### src/rtl/msd_ram.sv
// Generic single-write, single-read RAM with registered read data.
// No dependencies.
`default_nettype none
module msd_ram #(
    parameter int W = 8,
    parameter int D = 16
) (
    input  wire logic                 i_clk,
    input  wire logic                 i_we,
    input  wire logic [$clog2(D)-1:0] i_waddr,
    input  wire logic [W-1:0]         i_wdata,
    input  wire logic                 i_re,
    input  wire logic [$clog2(D)-1:0] i_raddr,
    output logic      [W-1:0]         o_rdata
);
    logic [W-1:0] r_mem [D];

    always_ff @(posedge i_clk) begin
        if (i_we) begin
            r_mem[i_waddr] <= i_wdata;
        end
        if (i_re) begin
            o_rdata <= r_mem[i_raddr];
        end
    end
endmodule
`default_nettype wire

### config.mk
export PLATFORM = sky130hd
export DESIGN_NAME = msd_ram
export DESIGN_NICKNAME = d
export VERILOG_FILES = /design/src/rtl/msd_ram.sv
export SDC_FILE = /design/constraint.sdc
export NUM_CORES = 1
export LEC_CHECK = 0
export ABC_AREA = 1
export BUFFER_PORTS_ARGS = -buffer_cell sky130_fd_sc_hd__buf_2
export CAP_MARGIN = 20
export CORE_MARGIN = 3
export CORE_UTILIZATION = 50
export CTS_CLUSTER_SIZE = 28
export DETAILED_ROUTE_END_ITERATION = 7
export PLACE_DENSITY_LB_ADDON = 0.3
export SLEW_MARGIN = 20
export SYNTH_ARGS = -nofsm -noshare
export SYNTH_HDL_FRONTEND = slang
export SYNTH_SLANG_ARGS = --single-unit
### constraint.sdc
create_clock -name i_clk -period 3.1 [get_ports i_clk]
set_input_delay 0.155 -clock i_clk [delete_from_list [all_inputs] [get_ports i_clk]]
set_output_delay 0.155 -clock i_clk [all_outputs]
set_load 0.05 [all_outputs]
==> flow_summary.json <==
{
  "status": "completed",
  "path_clk_slew_ns": 0.06,
  "num_rows": 38,
  "p_seq_frac": 0.470,
  "drv_cap": 0,
  "fmax_mhz": 611,
  "placed_cells": 694,
  "grt_first_pass_wirelength_mm": 20.5,
  "synth-seq-cells": 136,
  "synthCells": 551,
  "setup_viol": 0,
  "cts_buffer_depth": 2,
  "finClkSkew_ns": 0.00744,
  "start_kind": "input pin",
  "route.detailed.wl_per_inst_um": 18.0,
  "antennaDiodeCount": 0,
  "totalPowerFinal_mw": 4.43,
  "drive_above_1_share": 0.102,
  "grt_pass1_vias": 3696,
  "nets": 592,
  "viasPerCell": 5.25,
  "die_y_um": 114,
  "crit_type": "input pin to flip-flop",
  "cts_buffers": 17,
  "hold_end": "o_rdata[2]",
  "holdPathStages": 1,
  "grt_setup_unrepaired": "false",
  "groute.usage.overall": 0.216,
  "p_sw_frac": 0.218,
  "netlist.area_leader.share": 0.698,
  "totalWireLength_mm": 13.0,
  "pin_count": 27,
  "grt_max_degree": 65,
  "cts_resized": 0,
  "fillers": 925,
  "mappedNetlistArea_um2": 5850,
  "synth_area_leader_cell": "edfxtp_1",
  "min-delay-start": "i_re",
  "hold_viol_final": 0,
  "yosysWarnings": 0,
  "htreeDepth": 4,
  "worst_pin_slew_ns": 0.959,
  "pwr-share-comb": 0.061,
  "cts_tree": "built",
  "slew_headroom": 0.358,
  "postRouteAntennaNets": 0,
  "dieArea_um2": 13000,
  "portBuffers": 26,
  "syn-num-nets": 570,
  "post-cts-setup-buffer-count": 0,
  "drt-pass1-iter-count": 5,
  "p_sw_mw": 0.965,
  "vias": 3812,
  "tns_ns": 0,
  "arrival_ns": 1.81,
  "instances_no_fill": 726,
  "synth.distinct_cells": 11,
  "regToRegSetupSlack_ns": 1.86,
  "post-dp-hpwl_mm": 7.83,
  "p_int_mw": 3.47,
  "grt_overflow": 0,
  "antenna_found_initial": 0,
  "rr_startpoint": "r_mem[10][6]",
  "cp.required_ns": 3.27,
  "seq_area_frac_synth": 0.698,
  "pwr-share-clk": 0.469,
  "irDropWorstVdd_mv": 0.427,
  "coreArea_um2": 11100,
  "synthTopCellsByArea": "edfxtp_1 (70%), nand2_1 (11%), nand3_1 (8.3%), inv_1 (6.4%), buf_6 (1.2%)",
  "timing.rr.end": "o_rdata[6]",
  "drc": 0,
  "cts.sinks": 136,
  "drv_slew": 0,
  "die_x_um": 114,
  "worst-path-max-fanout": 33,
  "period_needed_ns": 1.64,
  "hp-class": "input pin to flip-flop",
  "fin_util": 0.594,
  "power.leakage_nw": 2.84,
  "cellPowerDensity_nw_per_um2": 671,
  "rr_worst_depth": 6,
  "worst_hold_slack_ns": 0.0944,
  "cts_hold_buffers": 0,
  "drt_iter0_drc": 333,
  "clkLatencyLatePin_ns": 0.43,
  "start_util": 0.526,
  "area_delta_synth_final_pct": 12.9,
  "syn_avg_cell_area_um2": 10.6,
  "gp_congestion": 0.837,
  "cts-root-buf": "clkbuf_16",
  "finalCritPeriodShare": 0.528,
  "end_kind": "flip-flop"
}
-- synth_stat cells, drive strengths merged --
cell type  count
nand3         97
inv          102
buf           24
nor2          17
nand2        173
nand3b         2
edfxtp       136
-- critical path: stages --
cell	delay, ns
buf_2	0.57
inv_2	0.48
nand3_1	0.22
nand3_1	0.13
nand3_1	0.17
nand2_1	0.07
-- metrics by stage --
stage | setup slack [ns] | cell area, um2
2_1_floorplan | 1.99 | 5850
3_3_place_gp | 1.05 | 5990
3_5_place_dp | 1.03 | 5990
4_1_cts | 1.48 | 6600
5_1_grt | 1.31 | 6600
6_report | 1.46 | 6600
-- layer usage --
layer,vias to the layer above,global-route usage,wire length [um]
li1,1825,-,-
met1,1799,0.292,5470
met2,161,0.325,6280
met3,27,0.0550,943
met4,0,0.109,352
met5,-,0,0
-- sequential cells by signal, indices dropped and copies added (netlist names) --
signal / flops
r_mem: 128
o_rdata: 8
-- cells by family after synthesis --
family | after synthesis | share of synthesized area
DFF | 136 | 0.698
and+or+nand+nor | 289 | 0.208
buffers and inverters | 126 | 0.0939
-- worst max path at each step --
stage,from,to,slack [ns],cells past startpoint
6_report,i_raddr[1],o_rdata[3],1.46,6
5_1_grt,i_raddr[1],o_rdata[3],1.31,6
4_1_cts,i_raddr[1],o_rdata[3],1.48,6
3_5_place_dp,i_raddr[1],o_rdata[3],1.03,6
3_3_place_gp,i_raddr[1],o_rdata[3],1.05,6
2_1_floorplan,i_waddr[2],r_mem[10][0],1.99,2
-- cells in the final DEF (no fill, tap or decap) --
cell	instances
buf_2	26
buf_4	1
bufinv_16	4
clkbuf_16	17
clkinv_1	1
clkinv_2	8
clkinv_4	2
clkinvlp_4	1
edfxtp_1	136
inv_1	100
inv_2	1
nand2_1	173
nand3_1	97
nand3b_1	2
nor2_1	17
-- power groups by stage --
stage                     Clock [mW]  Combinational [mW]  Sequential [mW]
after global placement             0               0.264             2.12
after floorplan                    0               0.145             2.15
final                           2.08               0.270             2.08
after global routing            2.18               0.298             2.09
after CTS                       2.09               0.271             2.08
after detailed placement           0               0.269             2.12
-- final cells by class --
cell class	instances	area [um2]	area share
clock buffer	17	425	0.0644
clock inverter	15	184	0.0279
inverter	102	384	0.0582
multi-input combinational	289	1210	0.184
sequential	136	4080	0.618
tap	140	175	0.0265
timing repair buffer	27	138	0.0208
No activity file was read; power rests on OpenSTA's default activity.
