--- src/rtl/msd_pkg.sv ---
// Shared constants and saturating helper for the mean squared displacement core.
// No dependencies.
`default_nettype none
package msd_pkg;

    localparam int MSD_W = 63;
    localparam int POS_W = 32;
    localparam int CNT_STEP_W = 6;  // holds MSD_W - 1

    localparam logic [MSD_W-1:0] MSD_TOP = {MSD_W{1'b1}};

    // Both operands stay at or below MSD_TOP, so a carry out means overflow.
    function automatic logic [MSD_W-1:0] sat_add(input logic [MSD_W-1:0] a,
                                                 input logic [MSD_W-1:0] b);
        logic [MSD_W:0] s;
        s = {1'b0, a} + {1'b0, b};
        return s[MSD_W] ? MSD_TOP : s[MSD_W-1:0];
    endfunction

endpackage
`default_nettype wire

--- src/rtl/msd_div.sv ---
// Restoring divider, one quotient bit per cycle, truncating.
// Depends on msd_pkg.
`default_nettype none
module msd_div #(
    parameter int DW = 13
) (
    input  wire logic                      i_clk,
    input  wire logic                      i_rst_n,
    input  wire logic                      i_start,
    input  wire logic [msd_pkg::MSD_W-1:0] i_dividend,
    input  wire logic [DW-1:0]             i_divisor,
    output logic                           o_done,
    output logic      [msd_pkg::MSD_W-1:0] o_quot
);
    logic                              r_run;
    logic                              r_done;
    logic [msd_pkg::CNT_STEP_W-1:0]    r_cnt;
    logic [DW-1:0]                     r_rem;
    logic [DW-1:0]                     r_dvs;
    logic [msd_pkg::MSD_W-1:0]         r_q;
    logic [DW:0]                       rem_sh;
    logic                              fits;
    logic [DW:0]                       rem_sub;

    assign rem_sh  = {r_rem, r_q[msd_pkg::MSD_W-1]};
    assign fits    = rem_sh >= {1'b0, r_dvs};
    assign rem_sub = rem_sh - {1'b0, r_dvs};

    always_ff @(posedge i_clk) begin
        if (!i_rst_n) begin
            r_run  <= 1'b0;
            r_done <= 1'b0;
            r_cnt  <= '0;
        end else begin
            r_done <= 1'b0;
            if (i_start) begin
                r_run <= 1'b1;
                r_cnt <= '0;
            end else if (r_run) begin
                r_cnt <= r_cnt + 1'b1;
                if (r_cnt == msd_pkg::CNT_STEP_W'(msd_pkg::MSD_W - 1)) begin
                    r_run  <= 1'b0;
                    r_done <= 1'b1;
                end
            end
        end
    end

    always_ff @(posedge i_clk) begin
        if (i_start) begin
            r_rem <= '0;
            r_dvs <= i_divisor;
            r_q   <= i_dividend;
        end else if (r_run) begin
            r_rem <= fits ? rem_sub[DW-1:0] : rem_sh[DW-1:0];
            r_q   <= {r_q[msd_pkg::MSD_W-2:0], fits};
        end
    end

    assign o_done = r_done;
    assign o_quot = r_q;
endmodule
`default_nettype wire

--- config.mk ---
export PLATFORM = sky130hd
export DESIGN_NAME = msd_div
export DESIGN_NICKNAME = d
export VERILOG_FILES = /design/src/rtl/msd_pkg.sv /design/src/rtl/msd_div.sv
export SDC_FILE = /design/constraint.sdc
export NUM_CORES = 1
export LEC_CHECK = 0
export BUFFER_PORTS_ARGS = -buffer_cell sky130_fd_sc_hd__buf_2
export CAP_MARGIN = 20
export CORE_MARGIN = 5
export CORE_UTILIZATION = 55
export CTS_CLUSTER_SIZE = 16
export DETAILED_ROUTE_END_ITERATION = 8
export MAX_ROUTING_LAYER = met4
export PLACE_DENSITY = 0.95
export SLEW_MARGIN = 20
export SYNTH_ARGS = -nofsm -noshare
export SYNTH_HDL_FRONTEND = slang
export SYNTH_SLANG_ARGS = --single-unit
--- constraint.sdc ---
create_clock -name i_clk -period 3.74 [get_ports i_clk]
set_input_delay 0.561 -clock i_clk [delete_from_list [all_inputs] [get_ports i_clk]]
set_output_delay 0.561 -clock i_clk [all_outputs]
set_load 0.03 [all_outputs]
==> flow_summary.toml <==
[logic_synthesis]
ys_ff_latch = 97
ys_seq_area_share_pct = 58.3
yosysUniqueCellTypes = 45
synthArstFlopShare_pct = 0
syn_area_per_cell_sq_um = 13.1
yosys_warnings = 0
synth_top_area_share_pct = 49.2
synthCells = 354
synth_edf_count = 76
synth-main-ff-cell = "edfxtp_1"
synth_area_leader_cell = "edfxtp_1"
syn_area_sq_mm = 0.00463
synth_nets = 449
synthTopCellsByArea = "edfxtp_1 49%, mux2_2 15%, dfxtp_1 9.1%, ha_1 4.0%, nor2_1 1.5%"

[die]
fp.dieW_microns = 102
num_rows = 33
start_util_pct = 56.4
io_pins = 143
coreArea_sq_mm = 0.00822
die-area_sq_mm = 0.0104
fp.dieH_microns = 102

[detailed_routing]
viasPerCell = 5.80
finalWirelength_mm = 11.5
drc_errors = 0
drtIter0Drc = 234
dr.pass1.iters = 6
dr_total_vias = 3521
wire_per_inst_microns = 19.0
postRouteAntennaNets = 0

[outcome]
outcome = "completed"

[grt]
grt_max_degree = 40
grt_pass1_vias = 3688
grt_usage_pct = 23.9
grt_pass1_wl_mm = 18.4
top_usage_layer = "met2"
grtUsageMet2_pct = 38.4
use_met3_pct = 6.61
antenna_found_initial = 0
met1_usage_pct = 28.5
grt_overflow = 0

[finish]
utilization_pct = 69.3
area_growth_pct = 22.9
drive_above_1_share_pct = 46.6
nNetsFinal = 592
final_cell_count_no_fill = 607
n_antenna_cell = 0
mostFrequentLayoutCells = "141 x buf_2, 76 x edfxtp_1, 63 x mux2_2, 21 x dfxtp_1, 19 x nor2_1"
final_cell_area_sq_mm = 0.00569
final_common_cell = "buf_2"

[pwr]
ir_worst_vdd_v = 0.000330
leakagePower_nw = 2.37
power_density_mw_per_mm2 = 479
p_total_mw = 2.73

[clock_network]
cts_sinks = 97
cts_resized = 0
cts_setup_buffers = 0
cts_hold_buf = 0
clkLatencyLatePin_ns = 0.37
cts_max_level = 3
cts_buffers = 9
clk_path_buf_depth = 2
clk_pin_slew_ns = 0.10
cts-root-buf = "clkbuf_8"
cts_tree = "done"

[worst_setup_path]
cp-end-kind = "flip-flop"
path_common_cell = "inv_1"
r2r_setup_slack_ns = 0.85
slowest_stage = "fa_1"
cp.required_ns = 3.87
crit_chain = "inv_1 > ha_1 > inv_1 > fa_1 > a211oi_2 > o21ai_2 > a31oi_2 > a21o_1 > nand2_1 > mux2_2"
start_kind = "flip-flop"
slowest_delay_ns = 0.43
path_class = "flip-flop to flip-flop"
cp_max_fo = 11
cp_data_arrival_time_ns = 3.02

[timing]
setup_viol = 0
timing.setup.tns_ns = 0
maxSlewHeadroom_pct = 63.4
setup_ws_ns = 0.849
rsz0062_at_grt = "false"
clock_skew_ns = 0.00995
finalCriticalPeriod_ns = 2.89
fmax_mhz = 346
hold_ws_ns = 0.355
max_slew.worst_pin.slew_ns = 0.547
timing.final.crit_share_pct = 77.3
finalHoldViolations = 0
drv_slew = 0

[place]
globalplace.congestion = 0.890
numPortBuffers = 142
dp_hpwl_mm = 8.53
placedCellCount = 591
place_ws_ns = 0.899
place_area_sq_mm = 0.00545

[job]
cap_violations = 0

[min_path]
holdCritPathClass = "input pin to flip-flop"
sequential cells by signal (all words and copies together), names as in the netlist:
signal and cells:
r_cnt 6, r_run 1, r_dvs 13, r_rem 13, o_done 1, o_quot 63
metal layers:
layer	part of all wire [%]	wire [microns]
met1	38	4410
met2	50	5810
met3	9.3	1080
met5	0	0
met4	2.1	244
worst max-delay path, delay by kind of cell (launching register included):
kind | cells | cell delay [ns]
and+or+nand+nor | 1 | 0.14
AOI/OAI and AO/OA | 4 | 1.09
muxes | 1 | 0.28
DFF | 1 | 0.40
buffers and inverters | 2 | 0.14
adders and majority gates | 2 | 0.59
worst paths after layout:
check                   end          from  cells past startpoint
setup / recovery  o_quot[0]    o_quot[62]                     10
hold / removal     r_dvs[3]  i_divisor[3]                      1
setup reg to reg  o_quot[0]    o_quot[62]                     10
hold reg to reg    r_cnt[5]      r_cnt[5]                      2
Yosys cell counts (2+ instances only):
master / count
clkbuf_1: 13
a21oi_1: 13
edfxtp_1: 76
o21ai_0: 9
xor2_1: 5
a311oi_1: 6
ha_1: 15
or4_1: 2
and3_1: 2
nand2_1: 16
nand3_1: 11
o211ai_1: 7
xnor2_1: 7
nor3_1: 8
mux2_2: 63
buf_2: 2
nand4_1: 4
dfxtp_1: 21
or3_1: 5
a21o_1: 5
a211oi_1: 3
a211o_1: 2
nor2_1: 19
o31ai_1: 2
inv_1: 18
logic make-up after synthesis:
family	share of synthesized area, %
DFF	58.3
and+or+nand+nor	7.40
adders and majority gates	4.48
muxes	15.3
xor gates and xnor gates	2.27
buffers and inverters	2.97
AOI/OAI and AO/OA	9.26
cell type report:
| type | count | area, sq um |
|---|---|---|
| flip-flops and latches | 97 | 2700 |
| fillers | 549 | 2520 |
| multi-input cells | 223 | 1790 |
| repair buffers | 148 | 758 |
| well taps | 105 | 131 |
| clock buffers | 9 | 124 |
| clock inverters | 7 | 116 |
| inverters | 18 | 67.6 |
where the power goes:
part	internal, mW	switching, mW	total [mW]
Sequential	1.28	0.0557	1.34
Combinational	0.214	0.354	0.568
Clock	0.444	0.378	0.823
Total	1.94	0.788	2.73
No activity file was read; power rests on OpenSTA's default activity.
